$ cat src/rtl/dsd_pkg.sv
// Shared types and constants for the deck shuffle and deal core.
package dsd_pkg;

  localparam int CARD_W  = 6;
  localparam int CNT_W   = 6;
  localparam int RND_W   = 31;
  localparam int STEP_W  = $clog2(RND_W);

  typedef struct packed {
    logic              cmd;
    logic [RND_W-1:0]  random_word;
    logic [CNT_W-1:0]  deal_count;
  } in_t;

  typedef struct packed {
    logic [CARD_W-1:0] card;
    logic              card_valid;
    logic              deck_empty;
    logic              shuffle_done;
    logic              last;
  } out_t;

  // Item command codes
  localparam logic CMD_SHUFFLE = 1'b0;
  localparam logic CMD_DEAL    = 1'b1;

  // Controller to datapath
  typedef struct packed {
    logic load;
    logic start_div;
    logic swap_rd;
    logic swap_wr_a;
    logic swap_wr_b;
    logic deal_rd;
    logic emit_card;
    logic emit_empty;
    logic emit_shuffle;
  } dsd_cmd_t;

  // Datapath to controller
  typedef struct packed {
    logic is_deal;
    logic cnt_zero;
    logic top_zero;
    logic div_done;
    logic out_free;
  } dsd_stat_t;

endpackage

$ cat src/rtl/dsd_rem.sv
// Bit-serial restoring remainder unit: random word mod a small span.
module dsd_rem #(
  parameter int DW = 6
) (
  input  logic                        clk_i,
  input  logic                        rst_ni,
  input  logic                        start_i,
  input  logic [dsd_pkg::RND_W-1:0]   dividend_i,
  input  logic [DW-1:0]               divisor_i,
  output logic                        done_o,
  output logic [DW-1:0]               rem_o
);

  logic                        busy_q, done_q;
  logic [dsd_pkg::STEP_W-1:0]  step_q;
  logic [dsd_pkg::RND_W-1:0]   dvd_q;
  logic [DW-1:0]               div_q;
  logic [DW-1:0]               rem_q;
  logic [DW:0]                 rem_sh;
  logic [DW:0]                 rem_nx;

  // shift in next dividend bit, subtract span when it fits
  always_comb begin
    rem_sh = {rem_q, dvd_q[dsd_pkg::RND_W-1]};
    if (rem_sh >= {1'b0, div_q}) begin
      rem_nx = rem_sh - {1'b0, div_q};
    end else begin
      rem_nx = rem_sh;
    end
  end

  always_ff @(posedge clk_i or negedge rst_ni) begin
    if (!rst_ni) begin
      busy_q <= 1'b0;
      done_q <= 1'b0;
      step_q <= '0;
    end else begin
      done_q <= 1'b0;
      if (start_i) begin
        busy_q <= 1'b1;
        step_q <= dsd_pkg::STEP_W'(dsd_pkg::RND_W - 1);
      end else if (busy_q) begin
        if (step_q == '0) begin
          busy_q <= 1'b0;
          done_q <= 1'b1;
        end else begin
          step_q <= step_q - 1'b1;
        end
      end
    end
  end

  always_ff @(posedge clk_i) begin
    if (start_i) begin
      dvd_q <= dividend_i;
      div_q <= divisor_i;
      rem_q <= '0;
    end else if (busy_q) begin
      dvd_q <= {dvd_q[dsd_pkg::RND_W-2:0], 1'b0};
      rem_q <= rem_nx[DW-1:0];
    end
  end

  assign done_o = done_q;
  assign rem_o  = rem_q;

endmodule

$ cat src/rtl/dsd_datapath.sv
// Datapath: deck memory, top pointer, shuffle position, item and result registers.
module dsd_datapath #(
  parameter int DECK_SIZE = 52
) (
  input  logic               clk_i,
  input  logic               rst_ni,
  input  dsd_pkg::in_t       in_data_i,
  input  dsd_pkg::dsd_cmd_t  cmd_i,
  output dsd_pkg::dsd_stat_t stat_o,
  output logic               out_valid_o,
  input  logic               out_ready_i,
  output dsd_pkg::out_t      out_data_o
);

  localparam int IW = $clog2(DECK_SIZE);
  localparam int TW = $clog2(DECK_SIZE + 1);

  // item registers
  logic                        is_deal_q;
  logic [dsd_pkg::RND_W-1:0]   rnd_q;
  logic [dsd_pkg::CNT_W-1:0]   cnt_q;

  logic [TW-1:0]               top_q;
  logic [IW-1:0]               pos_q;

  // deck memory; entries not yet written read as their own index
  logic [dsd_pkg::CARD_W-1:0]  mem_q [DECK_SIZE];
  logic [DECK_SIZE-1:0]        vld_q;
  logic [dsd_pkg::CARD_W-1:0]  rd_a_q, rd_b_q;

  logic                        out_valid_q;
  dsd_pkg::out_t               out_q;

  logic [TW-1:0]               span;
  logic [TW-1:0]               rem;
  logic                        div_done;
  logic [IW-1:0]               j_addr;
  logic [TW-1:0]               top_dec;
  logic [IW-1:0]               ra_addr;
  logic                        rd_en;
  logic                        wr_en;
  logic [IW-1:0]               wr_addr;
  logic [dsd_pkg::CARD_W-1:0]  wr_data;
  logic                        out_free;

  assign span    = TW'(DECK_SIZE) - TW'(pos_q);
  assign j_addr  = pos_q + rem[IW-1:0];
  assign top_dec = top_q - TW'(1);
  assign ra_addr = cmd_i.deal_rd ? top_dec[IW-1:0] : pos_q;
  assign rd_en   = cmd_i.swap_rd | cmd_i.deal_rd;
  assign wr_en   = cmd_i.swap_wr_a | cmd_i.swap_wr_b;
  assign wr_addr = cmd_i.swap_wr_a ? pos_q : j_addr;
  assign wr_data = cmd_i.swap_wr_a ? rd_b_q : rd_a_q;
  assign out_free = !out_valid_q || out_ready_i;

  dsd_rem #(
    .DW (TW)
  ) u_rem (
    .clk_i      (clk_i),
    .rst_ni     (rst_ni),
    .start_i    (cmd_i.start_div),
    .dividend_i (rnd_q),
    .divisor_i  (span),
    .done_o     (div_done),
    .rem_o      (rem)
  );

  always_ff @(posedge clk_i) begin
    if (cmd_i.load) begin
      is_deal_q <= (in_data_i.cmd == dsd_pkg::CMD_DEAL);
      rnd_q     <= in_data_i.random_word;
      cnt_q     <= in_data_i.deal_count;
    end else if (cmd_i.deal_rd) begin
      cnt_q     <= cnt_q - 1'b1;
    end
  end

  always_ff @(posedge clk_i or negedge rst_ni) begin
    if (!rst_ni) begin
      top_q <= TW'(DECK_SIZE);
      pos_q <= '0;
    end else begin
      if (cmd_i.start_div && pos_q == '0) begin
        top_q <= TW'(DECK_SIZE);
      end else if (cmd_i.deal_rd) begin
        top_q <= top_dec;
      end
      if (cmd_i.emit_shuffle) begin
        pos_q <= (pos_q == IW'(DECK_SIZE - 1)) ? '0 : pos_q + 1'b1;
      end
    end
  end

  always_ff @(posedge clk_i) begin
    if (wr_en) begin
      mem_q[wr_addr] <= wr_data;
    end
  end

  always_ff @(posedge clk_i or negedge rst_ni) begin
    if (!rst_ni) begin
      vld_q <= '0;
    end else if (wr_en) begin
      vld_q[wr_addr] <= 1'b1;
    end
  end

  always_ff @(posedge clk_i) begin
    if (rd_en) begin
      rd_a_q <= vld_q[ra_addr] ? mem_q[ra_addr] : dsd_pkg::CARD_W'(ra_addr);
      rd_b_q <= vld_q[j_addr]  ? mem_q[j_addr]  : dsd_pkg::CARD_W'(j_addr);
    end
  end

  // result register
  always_ff @(posedge clk_i or negedge rst_ni) begin
    if (!rst_ni) begin
      out_valid_q <= 1'b0;
    end else if (cmd_i.emit_card || cmd_i.emit_empty || cmd_i.emit_shuffle) begin
      out_valid_q <= 1'b1;
    end else if (out_ready_i) begin
      out_valid_q <= 1'b0;
    end
  end

  always_ff @(posedge clk_i) begin
    if (cmd_i.emit_card) begin
      out_q.card         <= rd_a_q;
      out_q.card_valid   <= 1'b1;
      out_q.deck_empty   <= 1'b0;
      out_q.shuffle_done <= 1'b0;
      out_q.last         <= (cnt_q == '0);
    end else if (cmd_i.emit_empty) begin
      out_q.card         <= '0;
      out_q.card_valid   <= 1'b0;
      out_q.deck_empty   <= 1'b1;
      out_q.shuffle_done <= 1'b0;
      out_q.last         <= 1'b1;
    end else if (cmd_i.emit_shuffle) begin
      out_q.card         <= '0;
      out_q.card_valid   <= 1'b0;
      out_q.deck_empty   <= 1'b0;
      out_q.shuffle_done <= (pos_q == IW'(DECK_SIZE - 1));
      out_q.last         <= 1'b1;
    end
  end

  assign stat_o.is_deal  = is_deal_q;
  assign stat_o.cnt_zero = (cnt_q == '0);
  assign stat_o.top_zero = (top_q == '0);
  assign stat_o.div_done = div_done;
  assign stat_o.out_free = out_free;

  assign out_valid_o = out_valid_q;
  assign out_data_o  = out_q;

endmodule

$ cat src/rtl/dsd_ctrl.sv
// Controller state machine sequencing shuffle steps and deals.
module dsd_ctrl (
  input  logic               clk_i,
  input  logic               rst_ni,
  input  logic               in_valid_i,
  output logic               in_ready_o,
  input  dsd_pkg::dsd_stat_t stat_i,
  output dsd_pkg::dsd_cmd_t  cmd_o
);

  localparam logic [3:0] S_IDLE  = 4'd0;
  localparam logic [3:0] S_DEC   = 4'd1;
  localparam logic [3:0] S_DIV   = 4'd2;
  localparam logic [3:0] S_SRD   = 4'd3;
  localparam logic [3:0] S_SWA   = 4'd4;
  localparam logic [3:0] S_SWB   = 4'd5;
  localparam logic [3:0] S_SEMIT = 4'd6;
  localparam logic [3:0] S_DCHK  = 4'd7;
  localparam logic [3:0] S_DEMIT = 4'd8;

  logic [3:0] state_q, state_d;

  always_comb begin
    state_d    = state_q;
    cmd_o      = '0;
    in_ready_o = (state_q == S_IDLE);
    unique case (state_q)
      S_IDLE: begin
        if (in_valid_i) begin
          cmd_o.load = 1'b1;
          state_d    = S_DEC;
        end
      end
      S_DEC: begin
        if (!stat_i.is_deal) begin
          cmd_o.start_div = 1'b1;
          state_d         = S_DIV;
        end else if (stat_i.cnt_zero) begin
          state_d = S_IDLE;
        end else begin
          state_d = S_DCHK;
        end
      end
      S_DIV: begin
        if (stat_i.div_done) begin
          state_d = S_SRD;
        end
      end
      S_SRD: begin
        cmd_o.swap_rd = 1'b1;
        state_d       = S_SWA;
      end
      S_SWA: begin
        cmd_o.swap_wr_a = 1'b1;
        state_d         = S_SWB;
      end
      S_SWB: begin
        cmd_o.swap_wr_b = 1'b1;
        state_d         = S_SEMIT;
      end
      S_SEMIT: begin
        if (stat_i.out_free) begin
          cmd_o.emit_shuffle = 1'b1;
          state_d            = S_IDLE;
        end
      end
      S_DCHK: begin
        if (stat_i.top_zero) begin
          if (stat_i.out_free) begin
            cmd_o.emit_empty = 1'b1;
            state_d          = S_IDLE;
          end
        end else begin
          cmd_o.deal_rd = 1'b1;
          state_d       = S_DEMIT;
        end
      end
      S_DEMIT: begin
        if (stat_i.out_free) begin
          cmd_o.emit_card = 1'b1;
          state_d         = stat_i.cnt_zero ? S_IDLE : S_DCHK;
        end
      end
      default: begin
        state_d = S_IDLE;
      end
    endcase
  end

  always_ff @(posedge clk_i or negedge rst_ni) begin
    if (!rst_ni) begin
      state_q <= S_IDLE;
    end else begin
      state_q <= state_d;
    end
  end

endmodule

$ cat src/rtl/deck_shuffle_and_deal_core.sv
// Top level of the deck shuffle and deal core.
//
// Input channel (in_valid_i / in_ready_o / in_data_i): one beat is one item.
//   cmd = shuffle: one Fisher-Yates step at the current shuffle position,
//   swapping entry pos with pos + (random_word mod (DECK_SIZE - pos)).
//   A step at position 0 first refills the deck top to full.
//   cmd = deal: pops up to deal_count cards from the top, one result beat
//   each; if the deck runs dry one deck_empty beat ends the deal.
// Output channel (out_valid_o / out_ready_i / out_data_o): result beats,
//   last set on the final beat of each item; a zero-count deal has none.
// Throughput: one item at a time. A shuffle step is paced by the bit-serial
//   remainder unit (one dividend bit per cycle, 31 bits) and the swap on the
//   single write port of the deck memory. A deal does a memory read, then
//   an emit, for each card.
// The result register lets a new item be accepted while a beat waits.
// Stall: a held result beat freezes the controller at its next emit.
// Reset: deck in identity order via per-entry valid bits (no clearing
//   pass), top = DECK_SIZE, shuffle position 0, output channel empty.
module deck_shuffle_and_deal_core #(
  parameter int DECK_SIZE = 52
) (
  input  logic          clk_i,
  input  logic          rst_ni,
  input  logic          in_valid_i,
  output logic          in_ready_o,
  input  dsd_pkg::in_t  in_data_i,
  output logic          out_valid_o,
  input  logic          out_ready_i,
  output dsd_pkg::out_t out_data_o
);

  dsd_pkg::dsd_cmd_t  cmd;
  dsd_pkg::dsd_stat_t stat;

  // sequencer: one state per memory access or emit slot
  dsd_ctrl u_ctrl (
    .clk_i      (clk_i),
    .rst_ni     (rst_ni),
    .in_valid_i (in_valid_i),
    .in_ready_o (in_ready_o),
    .stat_i     (stat),
    .cmd_o      (cmd)
  );

  // deck memory, pointers, remainder unit and result register
  dsd_datapath #(
    .DECK_SIZE (DECK_SIZE)
  ) u_datapath (
    .clk_i       (clk_i),
    .rst_ni      (rst_ni),
    .in_data_i   (in_data_i),
    .cmd_i       (cmd),
    .stat_o      (stat),
    .out_valid_o (out_valid_o),
    .out_ready_i (out_ready_i),
    .out_data_o  (out_data_o)
  );

endmodule

$ cat config.mk
export PLATFORM = sky130hd
export DESIGN_NAME = deck_shuffle_and_deal_core
export DESIGN_NICKNAME = d
export VERILOG_FILES = /design/src/rtl/dsd_pkg.sv /design/src/rtl/dsd_rem.sv /design/src/rtl/dsd_datapath.sv /design/src/rtl/dsd_ctrl.sv /design/src/rtl/deck_shuffle_and_deal_core.sv
export SDC_FILE = /design/constraint.sdc
export NUM_CORES = 1
export LEC_CHECK = 0
export BUFFER_PORTS_ARGS = -buffer_cell sky130_fd_sc_hd__buf_4
export CORE_MARGIN = 2
export CORE_UTILIZATION = 57
export DETAILED_ROUTE_END_ITERATION = 6
export GPL_TIMING_DRIVEN = 1
export PLACE_DENSITY = 0.76
export SYNTH_ARGS = -nofsm -noshare
export SYNTH_HDL_FRONTEND = slang
export SYNTH_SLANG_ARGS = --single-unit
$ cat constraint.sdc
create_clock -name clk_i -period 3.5 [get_ports clk_i]
set_input_delay 0.175 -clock clk_i [delete_from_list [all_inputs] [get_ports clk_i]]
set_output_delay 0.175 -clock clk_i [all_outputs]
set_load 0.01 [all_outputs]
* After elaboration in Yosys (flattened, before gate mapping)
Memories as Yosys holds them, arrays and structs flattened.
Index checks and enable logic that the tools add are counted.
** Word-level totals
- Register bits after elaboration :: 179
- Latch bits :: 0
- RAM bits :: 312
- ROM bits :: 0
- Input bits :: 42
- Output and inout bits :: 12
- Word-level logic and storage cells :: 127
- Memories :: 1
** Memory list
- u_datapath.mem_q :: depth 52, bits a word 6, rd ports 2, clocked after memory_dff 0, wr ports 1, RTL line dsd_datapath.sv:27 : logic [dsd_pkg::CARD_W-1:0] mem_q [DECK_SIZE];
** Cells by class
- Add/sub/neg operators :: 7
- Multipliers :: 0
- Divide/modulo/power cells :: 0
- Order comparisons :: 5
- Equal/unequal tests :: 13
- Shift-type cells :: 0
- Multiplexer cells :: 57
- Bitwise operators :: 3
- Reductions and logical operators :: 20
** Operators by type and width (count)
- 6-bit two-way mux :: 11
- 31-bit two-way mux :: 2
- 52-bit OR :: 1
- 4-bit one-hot mux with 9 select lines :: 1
- 10-bit two-way mux :: 3
- 1-bit two-way mux :: 27
- 4-bit two-way mux :: 6
- 6-bit by 7-bit less-than comparator with 1-bit output, second input constant :: 3
- 6-bit logical NOT :: 3
- 4-bit by 3-bit == test with 1-bit output, second input constant :: 4
- 5-bit two-way mux :: 3
- 1-bit binary-select mux with 6-bit select :: 2
- 6-bit by 1-bit subtractor with 6-bit output, second input constant :: 2
- 2-bit nonzero test :: 5
- 4-bit by 2-bit == test with 1-bit output, second input constant :: 2
- 7-bit by 6-bit greater-or-equal comparator with 1-bit output :: 1
- 6-bit by 1-bit adder with 6-bit output, second input constant :: 1
- 6-bit adder :: 1
- 1-bit demux with 6-bit select :: 1
- 6-bit == test, second input constant :: 1
- 6-bit by 1-bit greater-or-equal comparator with 1-bit output, second input constant :: 1
- 6-bit subtractor :: 1
- 6-bit subtractor, first input constant :: 1
- 5-bit logical NOT :: 1
- other kinds (15) :: 21

* Longest topological paths before layout
Gate-level depths: netlist (run 1).
- Depth in word-level cells :: 8
- Depth in mapped cells :: 16
- Depth with buffers taken out :: 11

* Hierarchy
Synthesis (run 1) repeated with hierarchy kept, for this count alone.
** Unflattened totals
- Cells, all modules :: 1468
- Area, all modules :: 23737.8 um^2
** By module, submodules not included
- dsd_datapath :: times used 1, cells an instance 1241, area each 20958.9 um^2, seq. area each 12771.0 um^2
- dsd_rem :: times used 1, cells an instance 175, area each 2374.8 um^2, seq. area each 1406.3 um^2
- dsd_ctrl :: times used 1, cells an instance 52, area each 404.1 um^2, seq. area each 100.1 um^2

* Worst setup path before layout (run 1)
OpenSTA, ideal clock, no wires.
- Path type :: reg2reg
- From :: reg u_datapath.pos_q[0]
- To :: reg u_datapath.rd_b_q[0] (netlist name) (data pin)
- Setup time :: 0.260 ns
- Data arrival time :: 3.320 ns
- Required time :: 3.240 ns
- Setup slack :: -0.080 ns
- Stages on the path, launching flop included :: 8
- Buffers on the path :: 1
- Clock period less this slack :: 3.580 ns
- Cells stage by stage :: dfrtp_1 ha_1 fa_1 xnor2_2 buf_2 mux4_2 mux4_2 mux2_2
** Between the ends
- Word-level cells in the longest chain between the ends :: 4
- Elaborated cells on any way between the ends :: 5
- Classes of those cells :: add/sub (1); mux (3); memory (1)
** Ends and longest elaborated chain
- from (decl) :: RTL line dsd_datapath.sv:24 : logic [IW-1:0] pos_q;
- from (signal assigned) :: RTL line dsd_datapath.sv:89 : pos_q <= (pos_q == IW'(DECK_SIZE - 1)) ? '0 : pos_q + 1'b1;
- 6-bit adder * :: RTL line dsd_datapath.sv:47 : assign j_addr = pos_q + rem[IW-1:0];
- 1-bit binary-select mux with 6-bit select :: RTL line dsd_datapath.sv:111 : rd_b_q <= vld_q[j_addr] ? mem_q[j_addr] : dsd_pkg::CARD_W'(j_addr);
- 1-bit two-way mux (implied by the code) :: RTL line dsd_datapath.sv:111
- 6-bit two-way mux * :: RTL line dsd_datapath.sv:111
- to (signal assigned) :: RTL line dsd_datapath.sv:111
- to (decl) :: RTL line dsd_datapath.sv:29 : logic [dsd_pkg::CARD_W-1:0] rd_a_q, rd_b_q;
Every way passes the cells marked *; elsewhere a longest branch is shown, timed or not. The select of a mux whose other input is x is not followed.
A chain may end at the register's enable or synchronous reset.

* Worst setup path in the final report (run 1)
- From :: reg u_datapath.pos_q[0]
- To :: reg u_datapath.rd_b_q[1] (netlist name) (data pin)
The elaborated chain is that of the path after synthesis.

==> results of run 1 <==
-- layout by cell type (no fill, tap or decap), types with 41 or more instances in the layout --
cell type / count
clkbuf_16: 52
or2_2: 53
a21oi_1: 82
dfrtp_1: 73
buf_4: 228
nor2_1: 101
mux4_2: 115
and3_1: 41
edfxtp_1: 406
nand2_1: 436
nand3_1: 112
-- worst max-delay path, stage by stage (launching register included) --
cell	delay, ns
dfrtp_1	0.41
ha_4	0.18
fa_4	0.76
buf_12	0.18
buf_16	0.19
mux4_2	0.51
mux4_2	0.53
mux4_2	0.48
mux2_4	0.27
-- registers in the layout, indices dropped and copies added, names as in the netlist, 6 cells and up --
register and flops:
u_datapath.u_rem.rem_o 6, u_datapath.mem_q 312, u_datapath.rd_b_q 6, u_datapath.rnd_q 31
u_datapath.pos_q 6, u_datapath.u_rem.dvd_q 31, u_datapath.vld_q 52, u_datapath.out_data_o 10
u_datapath.top_q 6, u_datapath.u_rem.div_q 6, u_datapath.rd_a_q 6, u_datapath.cnt_q 6
-- per-stage QoR --
step | util | power, mW | area, sq um | hold WS, ns
5_1_grt | 0.696 | 31.0 | 28500 | 0.251
6_report | 0.696 | 29.8 | 28500 | 0.214
3_3_place_gp | 0.630 | 22.1 | 25900 | 0.286
4_1_cts | 0.690 | 29.1 | 28300 | 0.195
2_1_floorplan | - | 18.0 | 23900 | -0.121
3_5_place_dp | 0.630 | 22.5 | 25900 | 0.295
-- kinds of logic after synthesis --
kind of cell	count (synthesis)
simple gates	817
flops	491
xor+xnor	26
buf+inv	149
mux	146
fa+ha+maj	20
compound gates	262
-- what timing repair did --
| action | 4_1_cts | 5_1_grt |
|---|---|---|
| gates resized for setup | 16 | 25 |
| endpoints found under the hold margin | 91 | 0 |
| setup buffers | 16 | 15 |
| setup endpoints to repair | 19 | 42 |
| pin swaps | 1 | 6 |
| hold buffers | 40 | 0 |
| cloned | 4 | 2 |
-- power by group --
part           total (mW)  internal (mW)  switching (mW)
Clock                5.54           3.22            2.32
Sequential           8.50           7.97           0.533
Combinational        15.8           7.34            8.42
Total                29.8           18.5            11.3
-- worst paths after layout --
path,start,cells past startpoint,endpoint
setup reg to reg,u_datapath.pos_q[0],8,u_datapath.rd_b_q[1]
max in group asynchronous,rst_ni,3,u_datapath.top_q[2]
min in group clk_i,in_valid_i,3,u_datapath.cnt_q[5]
setup / recovery,u_datapath.pos_q[0],8,u_datapath.rd_b_q[1]
hold reg to reg,u_datapath.out_data_o[3],1,u_datapath.out_data_o[3]
hold / removal,rst_ni,2,u_datapath.vld_q[43]
-- layout make-up --
| cell class | instances | area (sq um) |
|---|---|---|
| multi-input cells | 1271 | 9040 |
| fillers | 2701 | 12500 |
| flip-flops and latches | 491 | 14300 |
| inverters | 25 | 93.8 |
| clock inverters | 19 | 273 |
| repair buffers | 301 | 2760 |
| well taps | 532 | 666 |
| clock buffers | 73 | 1430 |
-- per-layer routing --
layer,share of wire,wire (um)
met4,0.051,3510
met1,0.37,25900
met5,0.0017,116
met3,0.12,8300
met2,0.45,31400
==> summary.md, run 1 <==
| Metric | Value |
|---|---|
| Hold crit path type | input port to asynchronous set/reset pin |
| # rows | 74 |
| M2 GR Usage | 0.489 |
| Req. time, crit path | 3.87 ns |
| Initial Util | 0.581 |
| Routed wire per std cell | 25.5 um |
| Share of layout cells above drive strength 1 | 0.258 |
| Number of max-cap violations | 0 |
| Simple-gate share of the synthesized area | 0.153 |
| Largest net degree at the start of global routing | 54 |
| Cells after Synth | 1,911 |
| Chip width | 208 um |
| PwrDens | 1040 nW/um^2 |
| CTS tree | done |
| Post-synth EDFFs | 406 |
| CTS root buf | clkbuf_16 |
| FFs w/ async S/R, synth | 0.155 |
| Kind of critical path | flop to flop |
| Setup WS pre-CTS | -0.257 ns |
| Max_slew headroom | 0.214 |
| Most frequent cell after synthesis | nand2_1 |
| CP Launch Type | flop |
| Mux cell area share after synthesis | 0.123 |
| Status | finished with violations |
| Final ANT Viol Nets | 0 |
| Worst-Skew Late Latency | 0.62 ns |
| Synthesized flop and latch total | 491 |
| Max VDD drop | 723 uV |
| CP arrival | 4.14 ns |
| Vias in the first global route | 17,187 |
| Final setup viols | 6 |
| Post-synthesis compound-gate area fraction | 0.0740 |
| Synthesis Warnings | 0 |
| Failing checks | setup timing |
| Dominant cells by area after synthesis | edfxtp_1, mux4_2, dfrtp_1 |
| Busiest metal layer after global routing | met2 |
| Layout area overhead | 19.8% |
| RSZ-0062 raised after global routing | true |
| Grt ovf | 0 |
| Vias | 17,709 |
| Area of the core | 41,000 sq um |
| Final Skew | 0.0216 ns |
| Hold Fails Final Rpt | 0 |
| Die height | 208 um |
| Tot GR Track Use | 0.320 |
| Worst Slack Setup Final | -0.269 ns |
| Port-buffer cells | 53 |
| Routed vias/inst | 6.53 |
| Inserted Clock Buffers | 50 |
| Worst-Margin Slew | 1.18 ns |
| Antenna cells | 0 |
| M3 GR Usage | 0.0853 |
| Post-synth top area cell | edfxtp_1 |
| Max frequency | 265 MHz |
| Clk sinks | 491 |
| DP HPWL | 45,600 um |
| GPL Wtd Cong | 0.989 |
| Final period util | 1.08 |
| FF-to-FF setup slack | -0.27 ns |
| Most frequent cells after synthesis | nand2_1, edfxtp_1, mux4_2 |
| Post-synthesis adder-cell area fraction | 0.0111 |
| Post-Syn Area per Cell | 12.5 sq um |
| Critical Path End Type | flop |
| Total iterations of the first detailed-routing run | 7 |
| Syn_nets | 1,973 |
| Number of distinct library cells after synthesis | 81 |
| WL final | 69,200 um |
| # IOs | 54 |
| Fin Setup TNS | -1.31 ns |
| GR Layer Usage met1 | 0.434 |
| Non-Filler Instances | 2,712 |
| DRC viols | 0 |
| Buffer levels on the longest clock path | 3 |
| Minimum clock period | 3.77 ns |
| Cell Area, Synth | 23,800 sq um |
| First-pass GRT wire length | 105,000 um |
| Worst-path clk slew | 0.06 ns |
| Sequential area share after synthesis | 0.600 |
| Crit-path max FO | 15 |
| H-tree depth | 2 |
| Final net count | 2,202 |
| Most used DFF post-synth | edfxtp_1 |
| P_leak | 10.9 nW |
| Die area | 43,400 sq um |
| Antenna violations before repair | 2 |
| Post-Synth XOR/XNOR Area | 0.00988 |
| DR iter-0 viols | 2,563 |
| Main combinational cell family by area after synthesis | simple AND/OR/NAND/NOR gates |
| Final number of max-transition violations | 0 |
| Synth top area share | 0.512 |
| Placed Cells | 2,545 |
(Power assumes the default switching activity.)
==> run 2, diff against run 1 <==
--- a/config.mk
+++ b/config.mk
@@ -11,6 +11,7 @@
 export DETAILED_ROUTE_END_ITERATION = 6
 export GPL_TIMING_DRIVEN = 1
 export PLACE_DENSITY = 0.76
+export RECOVER_POWER = 100
 export SYNTH_ARGS = -nofsm -noshare
 export SYNTH_HDL_FRONTEND = slang
 export SYNTH_SLANG_ARGS = --single-unit
==> run 2 against run 1 <==
Compared with the run above: the flow finishes with violations (capacitance limit, slew limit, setup timing); via count is 0.26% lower; sequential share of layout area is 0.20 points higher; hold slack better by 0.013 ns; global-route usage stayed put; worst setup slack better by 0.0043 ns; critical path type unchanged; largest cell class unchanged; wire length is 0.23% higher.
==> summary.md, run 2 (synthesized netlist as in run 1, its figures left out) <==
| Metric | Value |
|---|---|
| Status | finished with violations |
| Failing checks | capacitance limit, slew limit, setup timing |
| Final core occ | 0.693 |
| Antenna violations before repair | 2 |
| Routed vias/inst | 6.51 |
| Max VDD drop | 730 uV |
| Largest net degree at the start of global routing | 54 |
| Crit-path cells | ha_4 > fa_4 > buf_12 > buf_12 > mux4_2 > mux4_2 > mux4_2 > mux2_4 |
| Layout area overhead | 19.4% |
| Vias | 17,663 |
| Total iterations of the first detailed-routing run | 6 |
| Final number of max-transition violations | 54 |
| Die area | 43,400 sq um |
| Max FFs per register | 312 |
| Worst-Margin Slew | 1.58 ns |
| Slowest-stage cell, CP | fa_4 |
| CTS tree | done |
| Hold Fails Final Rpt | 0 |
| FF/Latch Area | 14,300 sq um |
| Top flop regs | u_datapath.mem_q: 312 flops, u_datapath.vld_q: 52 flops |
| Kind of critical path | flop to flop |
| RSZ-0062 raised after global routing | true |
| Vias in the first global route | 17,187 |
| CTS root buf | clkbuf_16 |
| Commonest non-fill, non-tap cell in the layout | nand2_1 |
| WL final | 69,400 um |
| Clk sinks | 491 |
| Buffer levels on the longest clock path | 3 |
| Hold crit path type | input port to flop |
| Max_slew headroom | -0.0550 |
| DP HPWL | 45,600 um |
| PwrDens | 1050 nW/um^2 |
| Antenna cells | 0 |
| Chip width | 208 um |
| Routed wire per std cell | 25.6 um |
| Worst-path clk slew | 0.06 ns |
| H-tree depth | 2 |
| Worst Slack Setup Final | -0.264 ns |
| Share of layout cells above drive strength 1 | 0.248 |
| Top reg by flops | u_datapath.mem_q |
| Number of max-cap violations | 1 |
| Leading cell types in the layout, fill and taps excluded | nand2_1, edfxtp_1, buf_4 |
| Fin Setup TNS | -2.94 ns |
| Final period util | 1.08 |
| Tot GR Track Use | 0.320 |
| Inserted Clock Buffers | 50 |
| # rows | 74 |
| Area of the core | 41,000 sq um |
| # IOs | 54 |
| Slowest Stage Delay on Critical Path | 0.76 ns |
| DR iter-0 viols | 2,704 |
| Req. time, crit path | 3.88 ns |
| P_leak | 10.8 nW |
| Multi-input logic area | 9030 sq um |
| Final setup viols | 39 |
| Grt ovf | 0 |
| Final net count | 2,202 |
| First-pass GRT wire length | 105,000 um |
| GPL Wtd Cong | 0.989 |
| Crit-path max FO | 8 |
| Max frequency | 266 MHz |
| Port-buffer cells | 53 |
| Final Skew | 0.0219 ns |
| Critical Path End Type | flop |
| CP arrival | 4.14 ns |
| Final ANT Viol Nets | 0 |
| Initial Util | 0.581 |
| DRC viols | 0 |
| CP Launch Type | flop |
| Critical path's most frequent cell | mux4_2 |
| Die height | 208 um |
| Worst-Skew Late Latency | 0.62 ns |
| Minimum clock period | 3.76 ns |
| FILL cells | 2,728 |
==> run 2: worst paths after layout <==
| path | from | to | slack, ns | cells after the start |
|---|---|---|---|---|
| worst max-delay path | u_datapath.pos_q[0] | u_datapath.rd_b_q[0] | -0.26 | 8 |
| worst min-delay path | in_valid_i | u_datapath.cnt_q[5] | 0.23 | 3 |
| worst max register to register | u_datapath.pos_q[0] | u_datapath.rd_b_q[0] | -0.26 | 8 |
| worst min register to register | u_datapath.out_data_o[3] | u_datapath.out_data_o[3] | 0.46 | 1 |
| max in group asynchronous | rst_ni | u_datapath.out_valid_o | 0.99 | 3 |
| min in group asynchronous | rst_ni | u_datapath.vld_q[43] | 0.51 | 2 |
==> run 2: final cells by class <==
| type | count | area share |
|---|---|---|
| Sequential cell | 491 | 0.502 |
| Multi-Input combinational cell | 1271 | 0.318 |
| Timing Repair Buffer | 301 | 0.0935 |
| Clock buffer | 73 | 0.0502 |
| Tap cell | 532 | 0.0234 |
| Clock inverter | 19 | 0.00960 |
| Inverter | 25 | 0.00330 |
==> run 2: per-layer routing <==
| metal | wire length [um] | vias up | GRT usage |
|---|---|---|---|
| met1 | 26200 | 8584 | 0.434 |
| met4 | 3500 | 4 | 0.142 |
| li1 | - | 7573 | - |
| met2 | 31500 | 1250 | 0.489 |
| met5 | 116 | - | 0 |
| met3 | 8080 | 252 | 0.0853 |
==> run 2: through the flow <==
| stage | setup slack [ns] | std cells | total power [mW] | hold WS [ns] | instance area [sq um] |
|---|---|---|---|---|---|
| detailed placement | -0.257 | 2545 | 22.5 | 0.295 | 25900 |
| CTS | -0.236 | 2697 | 29.1 | 0.195 | 28300 |
| global route | -0.311 | 2712 | 30.9 | 0.277 | 28400 |
| finish | -0.264 | 2712 | 29.7 | 0.227 | 28400 |
| global placement | -0.218 | 2545 | 22.1 | 0.286 | 25900 |
| floorplan | 0.0389 | 1911 | 18.0 | -0.121 | 23900 |
==> run 2: power by group <==
group / switching, mW / total (mW) / internal [mW]
sequential: 0.529 / 8.50 / 7.97
clock: 2.31 / 5.53 / 3.22
combinational: 8.41 / 15.7 / 7.26
==> run 2: critical path: cells and delay by family, from the launching register on <==
kind	cells	cell delay [ns]
buf+inv	2	0.33
flops	1	0.41
mux	4	1.85
fa+ha+maj	2	0.94
==> run 2: what timing repair did <==
action | CTS | global route
setup endpoints to repair | 19 | 42
pin swaps | 1 | 6
buffers inserted | 16 | 15
gates resized for setup | 16 | 25
endpoints found under the hold margin | 91 | 0
cloned | 4 | 2
hold buffers | 40 | 0
==> run 3, diff against run 2 <==
--- a/config.mk
+++ b/config.mk
@@ -10,7 +10,7 @@
 export CORE_UTILIZATION = 57
 export DETAILED_ROUTE_END_ITERATION = 6
 export GPL_TIMING_DRIVEN = 1
-export PLACE_DENSITY = 0.76
+export PLACE_DENSITY_LB_ADDON = 0.15
 export RECOVER_POWER = 100
 export SYNTH_ARGS = -nofsm -noshare
 export SYNTH_HDL_FRONTEND = slang
==> run 3 against run 2 <==
Compared with the run above: the flow still finishes with violations (capacitance limit, slew limit, setup timing); design area shrank 0.50%; hold slack lost 0.19 ns; final cell count shrank 0.33%; utilization shrank 0.35 points; maximum frequency shrank 0.87%.
==> summary.md, run 3 (synthesized netlist as in run 1, its figures left out) <==
| Metric | Value |
|---|---|
| Worst-path clk slew | 0.06 ns |
| Final ANT Viol Nets | 0 |
| Hold Fails Final Rpt | 0 |
| Slowest-stage cell, CP | fa_4 |
| Kind of critical path | flop to flop |
| Initial Util | 0.581 |
| Final period util | 1.08 |
| DP HPWL | 46,400 um |
| Status | finished with violations |
| Vias in the first global route | 16,476 |
| GPL Wtd Cong | 1.00 |
| Top flop regs | u_datapath.mem_q: 312 flops, u_datapath.vld_q: 52 flops |
| Buffer levels on the longest clock path | 3 |
| DR iter-0 viols | 2,954 |
| Max FFs per register | 312 |
| # IOs | 54 |
| Total iterations of the first detailed-routing run | 7 |
| Final setup viols | 56 |
| Clk sinks | 491 |
| Failing checks | capacitance limit, slew limit, setup timing |
| Max VDD drop | 640 uV |
| Uppermost layer routed | met5 |
| Final Skew | 0.0295 ns |
| Share of layout cells above drive strength 1 | 0.245 |
| Commonest non-fill, non-tap cell in the layout | nand2_1 |
| Layout area overhead | 18.8% |
| CP arrival | 4.17 ns |
| Hold WS | 0.0345 ns |
| Metal-1 WL | 27,400 um |
| Worst-Skew Late Latency | 0.62 ns |
| PwrDens | 1050 nW/um^2 |
| CTS root buf | clkbuf_16 |
| Antenna violations before repair | 1 |
| Hold crit path type | input port to flop |
| Req. time, crit path | 3.87 ns |
| First-pass GRT wire length | 104,000 um |
| Leading cell types in the layout, fill and taps excluded | nand2_1, edfxtp_1, buf_4 |
| Routed wl met3 | 8120 um |
| Crit-path cells | ha_4 > fa_4 > clkbuf_16 > clkbuf_16 > mux4_2 > mux4_2 > mux4_2 > mux2_4 |
| Chip width | 208 um |
| Cell Area, Placed | 25,900 sq um |
| Top reg by flops | u_datapath.mem_q |
| Inserted Clock Buffers | 50 |
| H-tree depth | 2 |
| Worst Slack Setup Final | -0.297 ns |
| Tot GR Track Use | 0.318 |
| Grt ovf | 0 |
| RSZ-0062 raised after global routing | true |
| Largest net degree at the start of global routing | 77 |
| Routed wire per std cell | 25.7 um |
| CTS tree | done |
| Critical path's most frequent cell | mux4_2 |
| Non-Filler Instances | 2,703 |
| Fin Setup TNS | -3.39 ns |
| Worst-Margin Slew | 2.19 ns |
| Overall Power | 29.8 mW |
| Max_slew headroom | -0.462 |
| WL final | 69,400 um |
| DRC viols | 0 |
| Port-buffer cells | 53 |
| Critical Path End Type | flop |
| Final number of max-transition violations | 77 |
| Vias | 17,279 |
| Die height | 208 um |
| Antenna cells | 0 |
| P_leak | 10.8 nW |
| Met2 wire length | 31,300 um |
| Final Instance Area | 28,300 sq um |
| Final net count | 2,191 |
| # rows | 74 |
| CP Launch Type | flop |
| Crit-path max FO | 5 |
| Placed Cells | 2,544 |
| Number of max-cap violations | 1 |
| Minimum clock period | 3.80 ns |
| Max frequency | 263 MHz |
| Area of the core | 41,000 sq um |
| Routed vias/inst | 6.39 |
| Slowest Stage Delay on Critical Path | 0.84 ns |
| Die area | 43,400 sq um |
## run 3: critical path, delay by kind of cell (launching register included)
kind / cells / cell delay (ns)
DFF: 1 / 0.41
adders and majority gates: 2 / 1.02
muxes: 4 / 1.77
buffers and inverters: 2 / 0.36
## run 3: final cells by class
class	instances	area [sq um]
Clock buffer	64	1360
Clock inverter	30	398
Fill cell	2868	12700
Inverter	25	93.8
Multi-Input combinational cell	1273	9020
Sequential cell	491	14300
Tap cell	532	666
Timing Repair Buffer	288	2460
## run 3: path summary, 6_finish.rpt
| kind | from | endpoint | slack (ns) | depth (start not counted) |
|---|---|---|---|---|
| max | u_datapath.pos_q[0] | u_datapath.rd_b_q[1] | -0.30 | 8 |
| min | out_ready_i | u_datapath.out_valid_o | 0.03 | 3 |
| max reg2reg | u_datapath.pos_q[0] | u_datapath.rd_b_q[1] | -0.30 | 8 |
| min reg2reg | u_datapath.out_data_o[2] | u_datapath.out_data_o[2] | 0.49 | 2 |
| max in group asynchronous | rst_ni | u_datapath.top_q[3] | 1.41 | 2 |
| min in group asynchronous | rst_ni | u_datapath.vld_q[41] | 0.76 | 2 |
## run 3: repair_timing
item,CTS,global route
pin swaps,3,8
cloned,2,5
hold buffers,39,0
resized for setup,13,20
setup buffers,8,12
hold endpoints to repair,111,0
endpoints found under the setup margin,6,16
## run 3: routing by layer
layer,vias up,GRT usage
li1,7571,-
met1,8456,0.454
met2,1082,0.485
met3,168,0.0767
met4,2,0.103
met5,-,0
## run 3: power by group
part | total (mW) | switching [mW] | internal, mW
logic | 15.6 | 8.40 | 7.19
clock network | 5.65 | 2.35 | 3.31
registers | 8.51 | 0.537 | 7.97
## run 3: per-stage QoR
step	utilization	worst slack [ns]
2_1_floorplan	-	0.0389
3_3_place_gp	0.631	-0.304
3_5_place_dp	0.631	-0.325
4_1_cts	0.688	-0.271
5_1_grt	0.689	-0.332
6_report	0.689	-0.297
